## src/hw/rtl/mfmt_pkg.sv

```systemverilog
// Shared types, widths and constants of the multi-turn motor feedback tracker.
`default_nettype none

package mfmt_pkg;

    // Default number of motors in each of the two groups.
    localparam int MOTORS_PER_GROUP_DEF = 4;

    localparam int ENC_W    = 16;
    localparam int TURN_W   = 16;
    localparam int ANGLE_W  = 40;
    localparam int SCALE_W  = 32;
    localparam int COUNTS_W = 30;
    localparam int PROD_W   = 63;
    localparam int ENTRY_W  = ENC_W + TURN_W;

    // Encoder jump beyond which a wrap is assumed.
    localparam logic signed [ENC_W:0] JUMP_LIMIT_POS = 17'sd4096;
    localparam logic signed [ENC_W:0] JUMP_LIMIT_NEG = -17'sd4096;

    // Rounding constant for the Q.32 to Q16.16 step (one half of the dropped part).
    localparam logic signed [PROD_W-1:0] ROUND_HALF = 63'sd32768;

    localparam logic signed [ANGLE_W-1:0] ANGLE_MAX = 40'sh7FFFFFFFFF;
    localparam logic signed [ANGLE_W-1:0] ANGLE_MIN = 40'sh8000000000;

    // Register file.
    localparam int APB_ADDR_W = 3;
    localparam int APB_DATA_W = 32;
    localparam logic [0:0]         REG_ANGLE_SCALE = 1'b0;
    localparam logic [SCALE_W-1:0] ANGLE_SCALE_RST = 32'd9933878;

    typedef struct packed {
        logic        motor_group;
        logic [1:0]  motor_index;
        logic [63:0] frame_payload;
    } frame_t;

    typedef struct packed {
        logic        [ENC_W-1:0]   encoder_count;
        logic signed [15:0]        rotor_speed;
        logic signed [15:0]        drive_current;
        logic        [7:0]         temperature;
        logic signed [TURN_W-1:0]  turn_count;
        logic signed [ANGLE_W-1:0] shaft_angle;
        logic signed [ANGLE_W-1:0] angle_change;
    } result_t;

    // Unpacked frame plus updated turn count, handed from the turn stage to the angle stages.
    typedef struct packed {
        logic                       valid;
        logic        [ENC_W-1:0]    enc;
        logic signed [15:0]         spd;
        logic signed [15:0]         cur;
        logic        [7:0]          tmp;
        logic signed [TURN_W-1:0]   turns;
        logic signed [COUNTS_W-1:0] counts;
    } track_t;

endpackage

`default_nettype wire

```

## src/hw/rtl/motor_feedback_multiturn_tracker_unit.sv

```systemverilog
// Top level of the multi-turn motor feedback tracker.
`default_nettype none

// The tracker takes one 8-byte feedback frame per transaction on the frame channel,
// tagged with a motor group and an index within that group, and returns exactly one
// result transaction per frame, in order. Bytes 0..6 are unpacked big-endian into encoder
// count, speed, current and temperature. For each motor it keeps the last encoder count,
// a signed turn counter and the last total angle; an encoder jump above 4096 counts
// decrements the turn counter and one below -4096 increments it. The total angle is
// (turns*8192 + encoder) times angle_scale (unsigned Q0.32 degrees per count), rounded
// half up to signed Q16.16 and clamped to 40 bits; angle_change is the previous angle
// minus the new one, also clamped. Motor indices at or above MOTORS_PER_GROUP wrap
// modulo the group size. The per-motor state lives in two small RAMs with a registered
// read: encoder and turn count are read when a frame is accepted and written back from
// the turn stage, the last angle is read at acceptance and written back from the r4
// stage, and back-to-back frames for the same motor are served by forwarding, so there
// is no interlock. A new frame is accepted every clock cycle while the skid entry is
// empty; a result passes through the r1 to r4 stage registers and the output register.
// The output carries a one-entry skid buffer: when the output register is held, the
// next result parks in the skid entry and the input stalls from the following cycle
// until the output register drains. All state reads as zero after reset through
// per-entry valid flags, so no clearing pass is needed. angle_scale sits at byte
// address 0 of the configuration port and resets to 9933878 (about 360/(19*8192));
// it should be written only while no transaction is in flight.
module motor_feedback_multiturn_tracker_unit
    import mfmt_pkg::*;
#(
    parameter int MOTORS_PER_GROUP = MOTORS_PER_GROUP_DEF,
    localparam int SLOTS  = 2 * MOTORS_PER_GROUP,
    localparam int SLOT_W = $clog2(SLOTS)
) (
    input  wire logic                  clk,
    input  wire logic                  rst_n,

    input  wire logic                  frame_valid,
    output logic                       frame_stall,
    input  wire frame_t                frame,

    output logic                       result_valid,
    input  wire logic                  result_stall,
    output result_t                    result,

    input  wire logic                  psel,
    input  wire logic                  penable,
    input  wire logic                  pwrite,
    input  wire logic [APB_ADDR_W-1:0] paddr,
    input  wire logic [APB_DATA_W-1:0] pwdata,
    output logic      [APB_DATA_W-1:0] prdata,
    output logic                       pready
);

    logic [SCALE_W-1:0] angle_scale;
    logic [SLOT_W-1:0]  slot_in;
    logic [SLOT_W-1:0]  slot_r1;
    track_t             trk;
    logic               adv;

    // The whole pipeline moves together; it only halts once the skid entry is occupied.
    assign frame_stall = !adv;

    mfmt_regs u_regs (
        .clk         (clk),
        .rst_n       (rst_n),
        .psel        (psel),
        .penable     (penable),
        .pwrite      (pwrite),
        .paddr       (paddr),
        .pwdata      (pwdata),
        .prdata      (prdata),
        .pready      (pready),
        .angle_scale (angle_scale)
    );

    mfmt_turn #(
        .MOTORS_PER_GROUP (MOTORS_PER_GROUP)
    ) u_turn (
        .clk         (clk),
        .rst_n       (rst_n),
        .adv         (adv),
        .frame_valid (frame_valid),
        .frame       (frame),
        .slot_in     (slot_in),
        .slot_r1     (slot_r1),
        .trk         (trk)
    );

    mfmt_angle #(
        .MOTORS_PER_GROUP (MOTORS_PER_GROUP)
    ) u_angle (
        .clk          (clk),
        .rst_n        (rst_n),
        .angle_scale  (angle_scale),
        .trk          (trk),
        .slot_in      (slot_in),
        .slot_r1      (slot_r1),
        .adv          (adv),
        .result_valid (result_valid),
        .result_stall (result_stall),
        .result       (result)
    );

endmodule

`default_nettype wire

```

## src/hw/rtl/mfmt_ram.sv

```systemverilog
// Generic single-port-write, single-port-read RAM with a registered read.
`default_nettype none

module mfmt_ram #(
    parameter int WIDTH = 32,
    parameter int DEPTH = 8,
    localparam int ADDR_W = (DEPTH > 1) ? $clog2(DEPTH) : 1
) (
    input  wire logic              clk,
    input  wire logic              wr_en,
    input  wire logic [ADDR_W-1:0] wr_addr,
    input  wire logic [WIDTH-1:0]  wr_data,
    input  wire logic              rd_en,
    input  wire logic [ADDR_W-1:0] rd_addr,
    output logic      [WIDTH-1:0]  rd_data
);

    logic [WIDTH-1:0] mem [DEPTH];

    always_ff @(posedge clk)
    begin
        if (wr_en)
        begin
            mem[wr_addr] <= wr_data;
        end
    end

    // Read-first: a read at the address being written returns the old word.
    always_ff @(posedge clk)
    begin
        if (rd_en)
        begin
            rd_data <= mem[rd_addr];
        end
    end

endmodule

`default_nettype wire

```

## src/hw/rtl/mfmt_regs.sv

```systemverilog
// APB-style configuration register file holding the angle scale.
`default_nettype none

module mfmt_regs
    import mfmt_pkg::*;
(
    input  wire logic                  clk,
    input  wire logic                  rst_n,
    input  wire logic                  psel,
    input  wire logic                  penable,
    input  wire logic                  pwrite,
    input  wire logic [APB_ADDR_W-1:0] paddr,
    input  wire logic [APB_DATA_W-1:0] pwdata,
    output logic      [APB_DATA_W-1:0] prdata,
    output logic                       pready,
    output logic      [SCALE_W-1:0]    angle_scale
);

    logic [SCALE_W-1:0] scale_reg;
    logic               wr_en;

    assign pready      = 1'b1;
    assign wr_en       = psel && penable && pwrite;
    assign angle_scale = scale_reg;

    always_ff @(posedge clk or negedge rst_n)
    begin
        if (!rst_n)
        begin
            scale_reg <= ANGLE_SCALE_RST;
        end
        else if (wr_en)
        begin
            unique case (paddr[2])
                REG_ANGLE_SCALE: scale_reg <= pwdata;
                default:         scale_reg <= scale_reg;
            endcase
        end
    end

    always_comb
    begin
        unique case (paddr[2])
            REG_ANGLE_SCALE: prdata = scale_reg;
            default:         prdata = '0;
        endcase
    end

endmodule

`default_nettype wire

```

## src/hw/rtl/mfmt_turn.sv

```systemverilog
// Turn stage: slot decode, encoder/turn memory read-modify-write and unwrap.
`default_nettype none

module mfmt_turn
    import mfmt_pkg::*;
#(
    parameter int MOTORS_PER_GROUP = MOTORS_PER_GROUP_DEF,
    localparam int SLOTS  = 2 * MOTORS_PER_GROUP,
    localparam int SLOT_W = $clog2(SLOTS)
) (
    input  wire logic              clk,
    input  wire logic              rst_n,
    input  wire logic              adv,
    input  wire logic              frame_valid,
    input  wire frame_t            frame,
    output logic      [SLOT_W-1:0] slot_in,
    output logic      [SLOT_W-1:0] slot_r1,
    output track_t                 trk
);

    logic [4:0]         idx_v;
    logic [5:0]         slot_wide;

    logic               r1_valid_reg;
    frame_t             r1_frame_reg;
    logic [SLOT_W-1:0]  r1_slot_reg;
    logic               r1_seen_reg;
    logic               r1_fwd_reg;
    logic [ENTRY_W-1:0] r1_fwd_data_reg;
    logic [SLOTS-1:0]   seen_reg;
    logic [SLOTS-1:0]   seen_next;

    logic [ENTRY_W-1:0]       rd_data;
    logic [ENTRY_W-1:0]       last_entry;
    logic [ENC_W-1:0]         enc;
    logic [ENC_W-1:0]         last_enc;
    logic [TURN_W-1:0]        last_turn;
    logic [TURN_W-1:0]        turn_new;
    logic signed [ENC_W:0]    jump;
    logic [COUNTS_W-1:0]      counts;
    logic                     wr_en;

    // Motor index folded into the group size, then placed after the first group for group one.
    always_comb
    begin
        idx_v = {3'd0, frame.motor_index};
        for (int k = 0; k < 3; k++)
        begin
            if (idx_v >= 5'(MOTORS_PER_GROUP))
            begin
                idx_v = idx_v - 5'(MOTORS_PER_GROUP);
            end
        end
        slot_wide = (frame.motor_group ? 6'(MOTORS_PER_GROUP) : 6'd0) + {1'b0, idx_v};
    end

    assign slot_in = slot_wide[SLOT_W-1:0];
    assign slot_r1 = r1_slot_reg;
    assign wr_en   = adv && r1_valid_reg;

    mfmt_ram #(
        .WIDTH (ENTRY_W),
        .DEPTH (SLOTS)
    ) u_turn_ram (
        .clk     (clk),
        .wr_en   (wr_en),
        .wr_addr (r1_slot_reg),
        .wr_data ({enc, turn_new}),
        .rd_en   (adv),
        .rd_addr (slot_in),
        .rd_data (rd_data)
    );

    always_comb
    begin
        seen_next = seen_reg;
        if (wr_en)
        begin
            seen_next[r1_slot_reg] = 1'b1;
        end
    end

    always_ff @(posedge clk or negedge rst_n)
    begin
        if (!rst_n)
        begin
            r1_valid_reg <= 1'b0;
            r1_seen_reg  <= 1'b0;
            r1_fwd_reg   <= 1'b0;
            seen_reg     <= '0;
        end
        else
        begin
            seen_reg <= seen_next;
            if (adv)
            begin
                r1_valid_reg <= frame_valid;
                r1_seen_reg  <= seen_reg[slot_in];
                r1_fwd_reg   <= r1_valid_reg && (r1_slot_reg == slot_in);
            end
        end
    end

    always_ff @(posedge clk)
    begin
        if (adv)
        begin
            r1_frame_reg    <= frame;
            r1_slot_reg     <= slot_in;
            r1_fwd_data_reg <= {enc, turn_new};
        end
    end

    // A write landing at the same edge as the read is picked up from the forward register.
    always_comb
    begin
        if (r1_fwd_reg)
        begin
            last_entry = r1_fwd_data_reg;
        end
        else if (r1_seen_reg)
        begin
            last_entry = rd_data;
        end
        else
        begin
            last_entry = '0;
        end
        last_enc  = last_entry[ENTRY_W-1:TURN_W];
        last_turn = last_entry[TURN_W-1:0];
        enc       = r1_frame_reg.frame_payload[63:48];
        jump      = $signed({1'b0, enc}) - $signed({1'b0, last_enc});
        if (jump > JUMP_LIMIT_POS)
        begin
            turn_new = last_turn - 16'd1;
        end
        else if (jump < JUMP_LIMIT_NEG)
        begin
            turn_new = last_turn + 16'd1;
        end
        else
        begin
            turn_new = last_turn;
        end
        counts = {turn_new[TURN_W-1], turn_new, 13'd0} + {14'd0, enc};
    end

    always_comb
    begin
        trk.valid  = r1_valid_reg;
        trk.enc    = enc;
        trk.spd    = r1_frame_reg.frame_payload[47:32];
        trk.cur    = r1_frame_reg.frame_payload[31:16];
        trk.tmp    = r1_frame_reg.frame_payload[15:8];
        trk.turns  = turn_new;
        trk.counts = counts;
    end

    a_seen_after_write: assert property (@(posedge clk) disable iff (!rst_n)
        (adv && r1_valid_reg) |=> seen_reg[$past(r1_slot_reg)])
        else $error("turn memory entry written but not marked as seen");

endmodule

`default_nettype wire

```

## src/hw/rtl/mfmt_angle.sv

```systemverilog
// Angle stages: scale multiply, rounding, last-angle memory, change and output buffer.
`default_nettype none

module mfmt_angle
    import mfmt_pkg::*;
#(
    parameter int MOTORS_PER_GROUP = MOTORS_PER_GROUP_DEF,
    localparam int SLOTS  = 2 * MOTORS_PER_GROUP,
    localparam int SLOT_W = $clog2(SLOTS)
) (
    input  wire logic               clk,
    input  wire logic               rst_n,
    input  wire logic [SCALE_W-1:0] angle_scale,
    input  wire track_t             trk,
    input  wire logic [SLOT_W-1:0]  slot_in,
    input  wire logic [SLOT_W-1:0]  slot_r1,
    output logic                    adv,
    output logic                    result_valid,
    input  wire logic               result_stall,
    output result_t                 result
);

    // Forward state that sits beside the turn stage.
    logic               p1_seen_reg;
    logic               p1_fwd_reg;
    logic [ANGLE_W-1:0] p1_fwd_data_reg;
    logic [SLOTS-1:0]   seen_reg;
    logic [SLOTS-1:0]   seen_next;
    logic [ANGLE_W-1:0] rd_data;
    logic [ANGLE_W-1:0] prev_r1;

    logic                      r2_valid_reg;
    track_t                    r2_trk_reg;
    logic [SLOT_W-1:0]         r2_slot_reg;
    logic [ANGLE_W-1:0]        r2_prev_reg;

    logic                      r3_valid_reg;
    track_t                    r3_trk_reg;
    logic [SLOT_W-1:0]         r3_slot_reg;
    logic [ANGLE_W-1:0]        r3_prev_reg;
    logic signed [PROD_W-1:0]  r3_prod_reg;

    logic                      r4_valid_reg;
    track_t                    r4_trk_reg;
    logic [SLOT_W-1:0]         r4_slot_reg;
    logic [ANGLE_W-1:0]        r4_prev_reg;
    logic signed [ANGLE_W-1:0] r4_ang_reg;

    logic                      wr_en;
    logic signed [32:0]        scale_s;
    logic signed [PROD_W-1:0]  prod;
    logic signed [PROD_W-1:0]  rnd;
    logic [PROD_W-17:0]        shifted;
    logic signed [ANGLE_W-1:0] ang;
    logic signed [ANGLE_W:0]   diff;
    logic signed [ANGLE_W-1:0] chg;
    result_t                   res_new;

    logic    out_valid_reg;
    result_t out_reg;
    logic    skid_valid_reg;
    result_t skid_reg;
    logic    arrive;
    logic    out_fire;
    logic    out_valid_next;
    logic    skid_valid_next;
    logic    load_out_new;
    logic    load_out_skid;
    logic    load_skid;

    assign adv   = !skid_valid_reg;
    assign wr_en = adv && r4_valid_reg;

    mfmt_ram #(
        .WIDTH (ANGLE_W),
        .DEPTH (SLOTS)
    ) u_angle_ram (
        .clk     (clk),
        .wr_en   (wr_en),
        .wr_addr (r4_slot_reg),
        .wr_data (r4_ang_reg),
        .rd_en   (adv),
        .rd_addr (slot_in),
        .rd_data (rd_data)
    );

    always_comb
    begin
        seen_next = seen_reg;
        if (wr_en)
        begin
            seen_next[r4_slot_reg] = 1'b1;
        end
    end

    always_comb
    begin
        if (p1_fwd_reg)
        begin
            prev_r1 = p1_fwd_data_reg;
        end
        else if (p1_seen_reg)
        begin
            prev_r1 = rd_data;
        end
        else
        begin
            prev_r1 = '0;
        end
    end

    // Multiply, then round half up to Q16.16 and clamp to 40 bits.
    always_comb
    begin
        scale_s = $signed({1'b0, angle_scale});
        prod    = r2_trk_reg.counts * scale_s;
        rnd     = r3_prod_reg + ROUND_HALF;
        shifted = rnd[PROD_W-1:16];
        if ((&shifted[PROD_W-17:ANGLE_W-1]) || !(|shifted[PROD_W-17:ANGLE_W-1]))
        begin
            ang = $signed(shifted[ANGLE_W-1:0]);
        end
        else if (shifted[PROD_W-17])
        begin
            ang = ANGLE_MIN;
        end
        else
        begin
            ang = ANGLE_MAX;
        end
    end

    always_comb
    begin
        diff = $signed({r4_prev_reg[ANGLE_W-1], r4_prev_reg})
             - $signed({r4_ang_reg[ANGLE_W-1], r4_ang_reg});
        if (diff[ANGLE_W] == diff[ANGLE_W-1])
        begin
            chg = diff[ANGLE_W-1:0];
        end
        else if (diff[ANGLE_W])
        begin
            chg = ANGLE_MIN;
        end
        else
        begin
            chg = ANGLE_MAX;
        end
        res_new.encoder_count = r4_trk_reg.enc;
        res_new.rotor_speed   = r4_trk_reg.spd;
        res_new.drive_current = r4_trk_reg.cur;
        res_new.temperature   = r4_trk_reg.tmp;
        res_new.turn_count    = r4_trk_reg.turns;
        res_new.shaft_angle   = r4_ang_reg;
        res_new.angle_change  = chg;
    end

    always_ff @(posedge clk or negedge rst_n)
    begin
        if (!rst_n)
        begin
            p1_seen_reg  <= 1'b0;
            p1_fwd_reg   <= 1'b0;
            seen_reg     <= '0;
            r2_valid_reg <= 1'b0;
            r3_valid_reg <= 1'b0;
            r4_valid_reg <= 1'b0;
        end
        else
        begin
            seen_reg <= seen_next;
            if (adv)
            begin
                p1_seen_reg  <= seen_reg[slot_in];
                p1_fwd_reg   <= r4_valid_reg && (r4_slot_reg == slot_in);
                r2_valid_reg <= trk.valid;
                r3_valid_reg <= r2_valid_reg;
                r4_valid_reg <= r3_valid_reg;
            end
        end
    end

    // Every stage snoops the angle being written so it always holds the newest one.
    always_ff @(posedge clk)
    begin
        if (adv)
        begin
            p1_fwd_data_reg <= r4_ang_reg;

            r2_trk_reg  <= trk;
            r2_slot_reg <= slot_r1;
            r2_prev_reg <= (r4_valid_reg && (r4_slot_reg == slot_r1)) ? r4_ang_reg : prev_r1;

            r3_trk_reg  <= r2_trk_reg;
            r3_slot_reg <= r2_slot_reg;
            r3_prod_reg <= prod;
            r3_prev_reg <= (r4_valid_reg && (r4_slot_reg == r2_slot_reg)) ? r4_ang_reg
                                                                          : r2_prev_reg;

            r4_trk_reg  <= r3_trk_reg;
            r4_slot_reg <= r3_slot_reg;
            r4_ang_reg  <= ang;
            r4_prev_reg <= (r4_valid_reg && (r4_slot_reg == r3_slot_reg)) ? r4_ang_reg
                                                                          : r3_prev_reg;
        end
    end

    // Output register plus one skid entry.
    always_comb
    begin
        arrive          = adv && r4_valid_reg;
        out_fire        = out_valid_reg && !result_stall;
        out_valid_next  = out_valid_reg;
        skid_valid_next = skid_valid_reg;
        load_out_new    = 1'b0;
        load_out_skid   = 1'b0;
        load_skid       = 1'b0;
        if (skid_valid_reg)
        begin
            if (out_fire)
            begin
                load_out_skid   = 1'b1;
                skid_valid_next = 1'b0;
            end
        end
        else if (arrive)
        begin
            if (!out_valid_reg || out_fire)
            begin
                load_out_new   = 1'b1;
                out_valid_next = 1'b1;
            end
            else
            begin
                load_skid       = 1'b1;
                skid_valid_next = 1'b1;
            end
        end
        else if (out_fire)
        begin
            out_valid_next = 1'b0;
        end
    end

    always_ff @(posedge clk or negedge rst_n)
    begin
        if (!rst_n)
        begin
            out_valid_reg  <= 1'b0;
            skid_valid_reg <= 1'b0;
        end
        else
        begin
            out_valid_reg  <= out_valid_next;
            skid_valid_reg <= skid_valid_next;
        end
    end

    always_ff @(posedge clk)
    begin
        if (load_out_new)
        begin
            out_reg <= res_new;
        end
        else if (load_out_skid)
        begin
            out_reg <= skid_reg;
        end
        if (load_skid)
        begin
            skid_reg <= res_new;
        end
    end

    assign result_valid = out_valid_reg;
    assign result       = out_reg;

    a_skid_behind_out: assert property (@(posedge clk) disable iff (!rst_n)
        skid_valid_reg |-> out_valid_reg)
        else $error("skid entry held without a result in the output register");

    a_no_result_lost: assert property (@(posedge clk) disable iff (!rst_n)
        (adv && r4_valid_reg) |=> result_valid)
        else $error("finished transaction left the pipeline without reaching the output");

    a_frozen_pipe: assert property (@(posedge clk) disable iff (!rst_n)
        !adv |=> ($stable(r2_valid_reg) && $stable(r3_valid_reg) && $stable(r4_valid_reg)))
        else $error("pipeline moved while the output buffer was full");

endmodule

`default_nettype wire

```

## config.mk

```make
export PLATFORM = sky130hd
export DESIGN_NAME = motor_feedback_multiturn_tracker_unit
export DESIGN_NICKNAME = d
export VERILOG_FILES = /design/src/hw/rtl/mfmt_pkg.sv /design/src/hw/rtl/motor_feedback_multiturn_tracker_unit.sv /design/src/hw/rtl/mfmt_ram.sv /design/src/hw/rtl/mfmt_regs.sv /design/src/hw/rtl/mfmt_turn.sv /design/src/hw/rtl/mfmt_angle.sv
export SDC_FILE = /design/constraint.sdc
export NUM_CORES = 2
export LEC_CHECK = 0
export ABC_AREA = 1
export BUFFER_PORTS_ARGS = -buffer_cell sky130_fd_sc_hd__buf_2
export CAP_MARGIN = 20
export CORE_ASPECT_RATIO = 0.9
export CORE_UTILIZATION = 31
export CTS_BUF_LIST = sky130_fd_sc_hd__clkbuf_8 sky130_fd_sc_hd__clkbuf_16
export DETAILED_ROUTE_END_ITERATION = 7
export GPL_TIMING_DRIVEN = 0
export PLACE_DENSITY = 0.51
export SETUP_SLACK_MARGIN = 0.4
export SYNTH_ARGS = -nofsm -noshare
export SYNTH_HDL_FRONTEND = slang
export SYNTH_SLANG_ARGS = --single-unit
```

## constraint.sdc

```tcl
create_clock -name clk -period 24.4 [get_ports clk]
set_clock_uncertainty 0.15 [all_clocks]
set_input_delay 4.88 -clock clk [delete_from_list [all_inputs] [get_ports clk]]
set_output_delay 4.88 -clock clk [all_outputs]
set_load 0.01 [all_outputs]
```

==> results.yml <==
clocking:
  cts.sinks: 1559
  clkLatencyLatePin_ns: 0.87
  clock-root-buffer: "clkbuf_16"
  cts-resized-gates: 0
  tritoncts: "built"
  numCtsBuffers: 174
  postCtsSetupBuffers: 0
  cts.clk_slew.worst_paths_ns: 0.07
  ctsLongestPathBuffers: 4
  postCtsHoldBufs: 0
  cts_htree_levels: 4
die:
  die_x_um: 588.4
  initial_core_util_pct: 31.20
  io_pins: 296
  num_rows: 193
  die-area_um2: 311700
  core-area_um2: 307400
  die_y_um: 529.7
timing:
  fin_crit_sh_pct: 45.62
  final.min_clock_period_ns: 11.13
  tightestPinTransition_ns: 1.305
  hold_violations: 0
  clock.fmax_ghz: 0.08984
  slew_headroom_pct: 12.97
  setup_tns_ns: 0
  rsz0062_at_grt: "false"
  slew_viol_final: 0
  whs_ns: 0.2504
  finalSetupViolCount: 0
critical_path:
  setup.worst_path.start: "paddr[2]"
  reg2reg_slack_ns: 14.88
  reg2reg_from: "u_turn.r1_fwd_data_reg[27]"
  cp-endpoint: "prdata[2]"
  arrival_ns: 6.10
  cp-start-kind: "input port"
  critPathKind: "in2out"
  critPathMaxFanout: 10
  r2r-end: "u_angle.r3_prod_reg[51]"
  cp-end-kind: "primary output"
  crit_required_ns: 19.37
  reg2regPathDepth: 27
detailed_routing:
  wl_met2_um: 145800
  ant_nets: 0
  route.detailed.drc: 0
  wl_per_cell_um: 22.68
  via_per_inst: 4.769
  routed-via-count: 67631
  topRoutingLayerUsed: "met5"
  dr_wl_met3_um: 22330
  drtIter0Drc: 5840
  dr.pass1.iters: 6
  routedLengthMet1_um: 140300
  wl_um: 321600
synth:
  syn_avg_cell_area_um2: 10.18
  syn_area_um2: 95930
  synthArstFlopShare_pct: 3.720
  synth-edff-count: 1501
  yosys_warnings: 0
  ys_seq_elements: 1559
  synthesis.nets: 10718
  ys.flop_type: "edfxtp_1"
  synth_cell_types: 58
  yosysSeqAreaShare_pct: 48.52
  synthCells: 9423
final_layout:
  largest_reg_flops: 320
  area_growth_pct: 13.99
  drive_gt1_share_pct: 6.979
  nNetsFinal: 11229
  stdcell_area_um2: 109300
  regMostFlops: "u_angle.u_angle_ram.mem"
  top_regs: "u_angle.u_angle_ram.mem: 320 flops, u_turn.u_turn_ram.mem: 256 flops"
job:
  drv_cap: 0
placed_design:
  gp_congestion: 0.9854
  dp_hpwl_um: 251800
  io_buffers: 283
  place_area_um2: 103600
worst_hold_path:
  hold_path.class: "reg2reg"
grt:
  grt_overflow: 0
  gr-usage-all-layers_pct: 20.43
  grt_pass1_vias: 68793
  grt_pass1_wl_um: 467000
  grt_max_degree: 99
  antenna_found_initial: 21
run_status:
  status: "finished clean"
==> area by class of cell <==
type / instances / area (µm²)
inverters: 1760 / 6611
flip-flops and latches: 1559 / 46540
clock inverters: 135 / 1219
plain buffers: 425 / 1677
clock buffers: 180 / 4459
fillers: 30972 / 198100
well taps: 4095 / 5124
repair buffers: 335 / 2441
multi-input cells: 5679 / 41240
diodes: 12 / 30.03
==> cell usage in the layout (no fill, tap or decap), types with 141 or more instances in the layout <==
master	count
buf_2	293
fa_1	839
clkbuf_16	176
nand2_1	2098
ha_1	347
clkbuf_1	377
nor2_1	871
inv_1	1779
nand3_1	162
a31oi_1	141
a21oi_1	231
o21ai_0	516
edfxtp_1	1501
==> synthesized netlist by cell type (5+ instances only) <==
| cell | count | area, µm² |
|---|---|---|
| and3_1 | 5 | 31.28 |
| o221ai_1 | 7 | 61.31 |
| buf_6 | 6 | 67.56 |
| o21ai_0 | 517 | 2587 |
| a22oi_1 | 17 | 127.6 |
| fa_1 | 839 | 16800 |
| buf_1 | 23 | 86.33 |
| nand3b_1 | 7 | 52.55 |
| nand2_1 | 2099 | 7879 |
| xnor2_1 | 39 | 341.6 |
| clkbuf_1 | 380 | 1426 |
| a21oi_1 | 231 | 1156 |
| a31oi_1 | 141 | 882.1 |
| o211ai_1 | 5 | 37.54 |
| nor4_1 | 12 | 75.07 |
| or2_2 | 23 | 143.9 |
| buf_2 | 11 | 55.05 |
| nand2_2 | 8 | 50.05 |
| ha_1 | 347 | 4342 |
| o22ai_1 | 79 | 494.2 |
| nand4_1 | 40 | 250.2 |
| edfxtp_1 | 1501 | 45070 |
| nand3_1 | 162 | 810.8 |
| xor2_1 | 102 | 893.4 |
| buf_4 | 5 | 37.54 |
| nor3_1 | 44 | 220.2 |
| o21a_1 | 10 | 75.07 |
| nor2_1 | 888 | 3333 |
| dfrtp_1 | 46 | 1151 |
| inv_1 | 1751 | 6573 |
| inv_2 | 5 | 18.77 |
| a21o_1 | 7 | 52.55 |
| dfstp_2 | 12 | 315.3 |
| o2111ai_1 | 5 | 43.79 |
==> how the worst min path moves through the flow <==
stage          slack [ns]  cells past startpoint              startpoint                      to
6_report             0.25                      0  u_angle.r4_trk_reg[31]    u_angle.skid_reg[81]
5_1_grt              0.26                      0          u_turn.trk[50]  u_angle.r2_trk_reg[50]
4_1_cts              0.24                      0  u_angle.r4_trk_reg[31]    u_angle.skid_reg[81]
3_5_place_dp         0.25                      0          u_turn.trk[80]  u_angle.r2_trk_reg[80]
3_3_place_gp         0.25                      0  u_angle.r3_trk_reg[52]  u_angle.r4_trk_reg[52]
2_1_floorplan        0.25                      0          u_turn.trk[46]  u_angle.r2_trk_reg[46]
==> critical path, stage by stage <==
cell	delay [ns]
clkbuf_1	0.34
clkbuf_1	0.57
nor2_1	0.13
buf_2	0.17
==> kinds of logic (layout without fill, tap and decap cells) <==
logic type               count (synthesis)  count (layout)  synth area share, %
AO/OA/AOI/OAI                         1044            1044                5.958
XOR/XNOR                               141             141                1.287
adder cells (fa/ha/maj)               1186            1186                22.04
buffers and inverters                 2185            2835                8.631
flip-flops                            1559            1559                48.52
other                                    1              13             0.003909
AND/OR/NAND/NOR                       3307            3307                13.57
==> per-layer routing <==
metal  track usage, %  vias to the layer above
met4            7.599                       12
met3            3.591                      481
li1                 -                    30989
met1            27.45                    33780
met5                0                        -
met2            33.00                     2369
==> metrics by stage <==
step           setup slack (ns)  cells  utilization (%)
6_report                  13.27  14180            35.57
5_1_grt                   13.11  14170            35.56
4_1_cts                   13.11  14165            35.54
3_5_place_dp              13.12  13850            33.70
3_3_place_gp             -1.292  13801            33.33
2_1_floorplan             7.337   9423                -
Power is not shown: default switching activity piles up to over one toggle a cycle in this logic, so the estimate is an artifact.
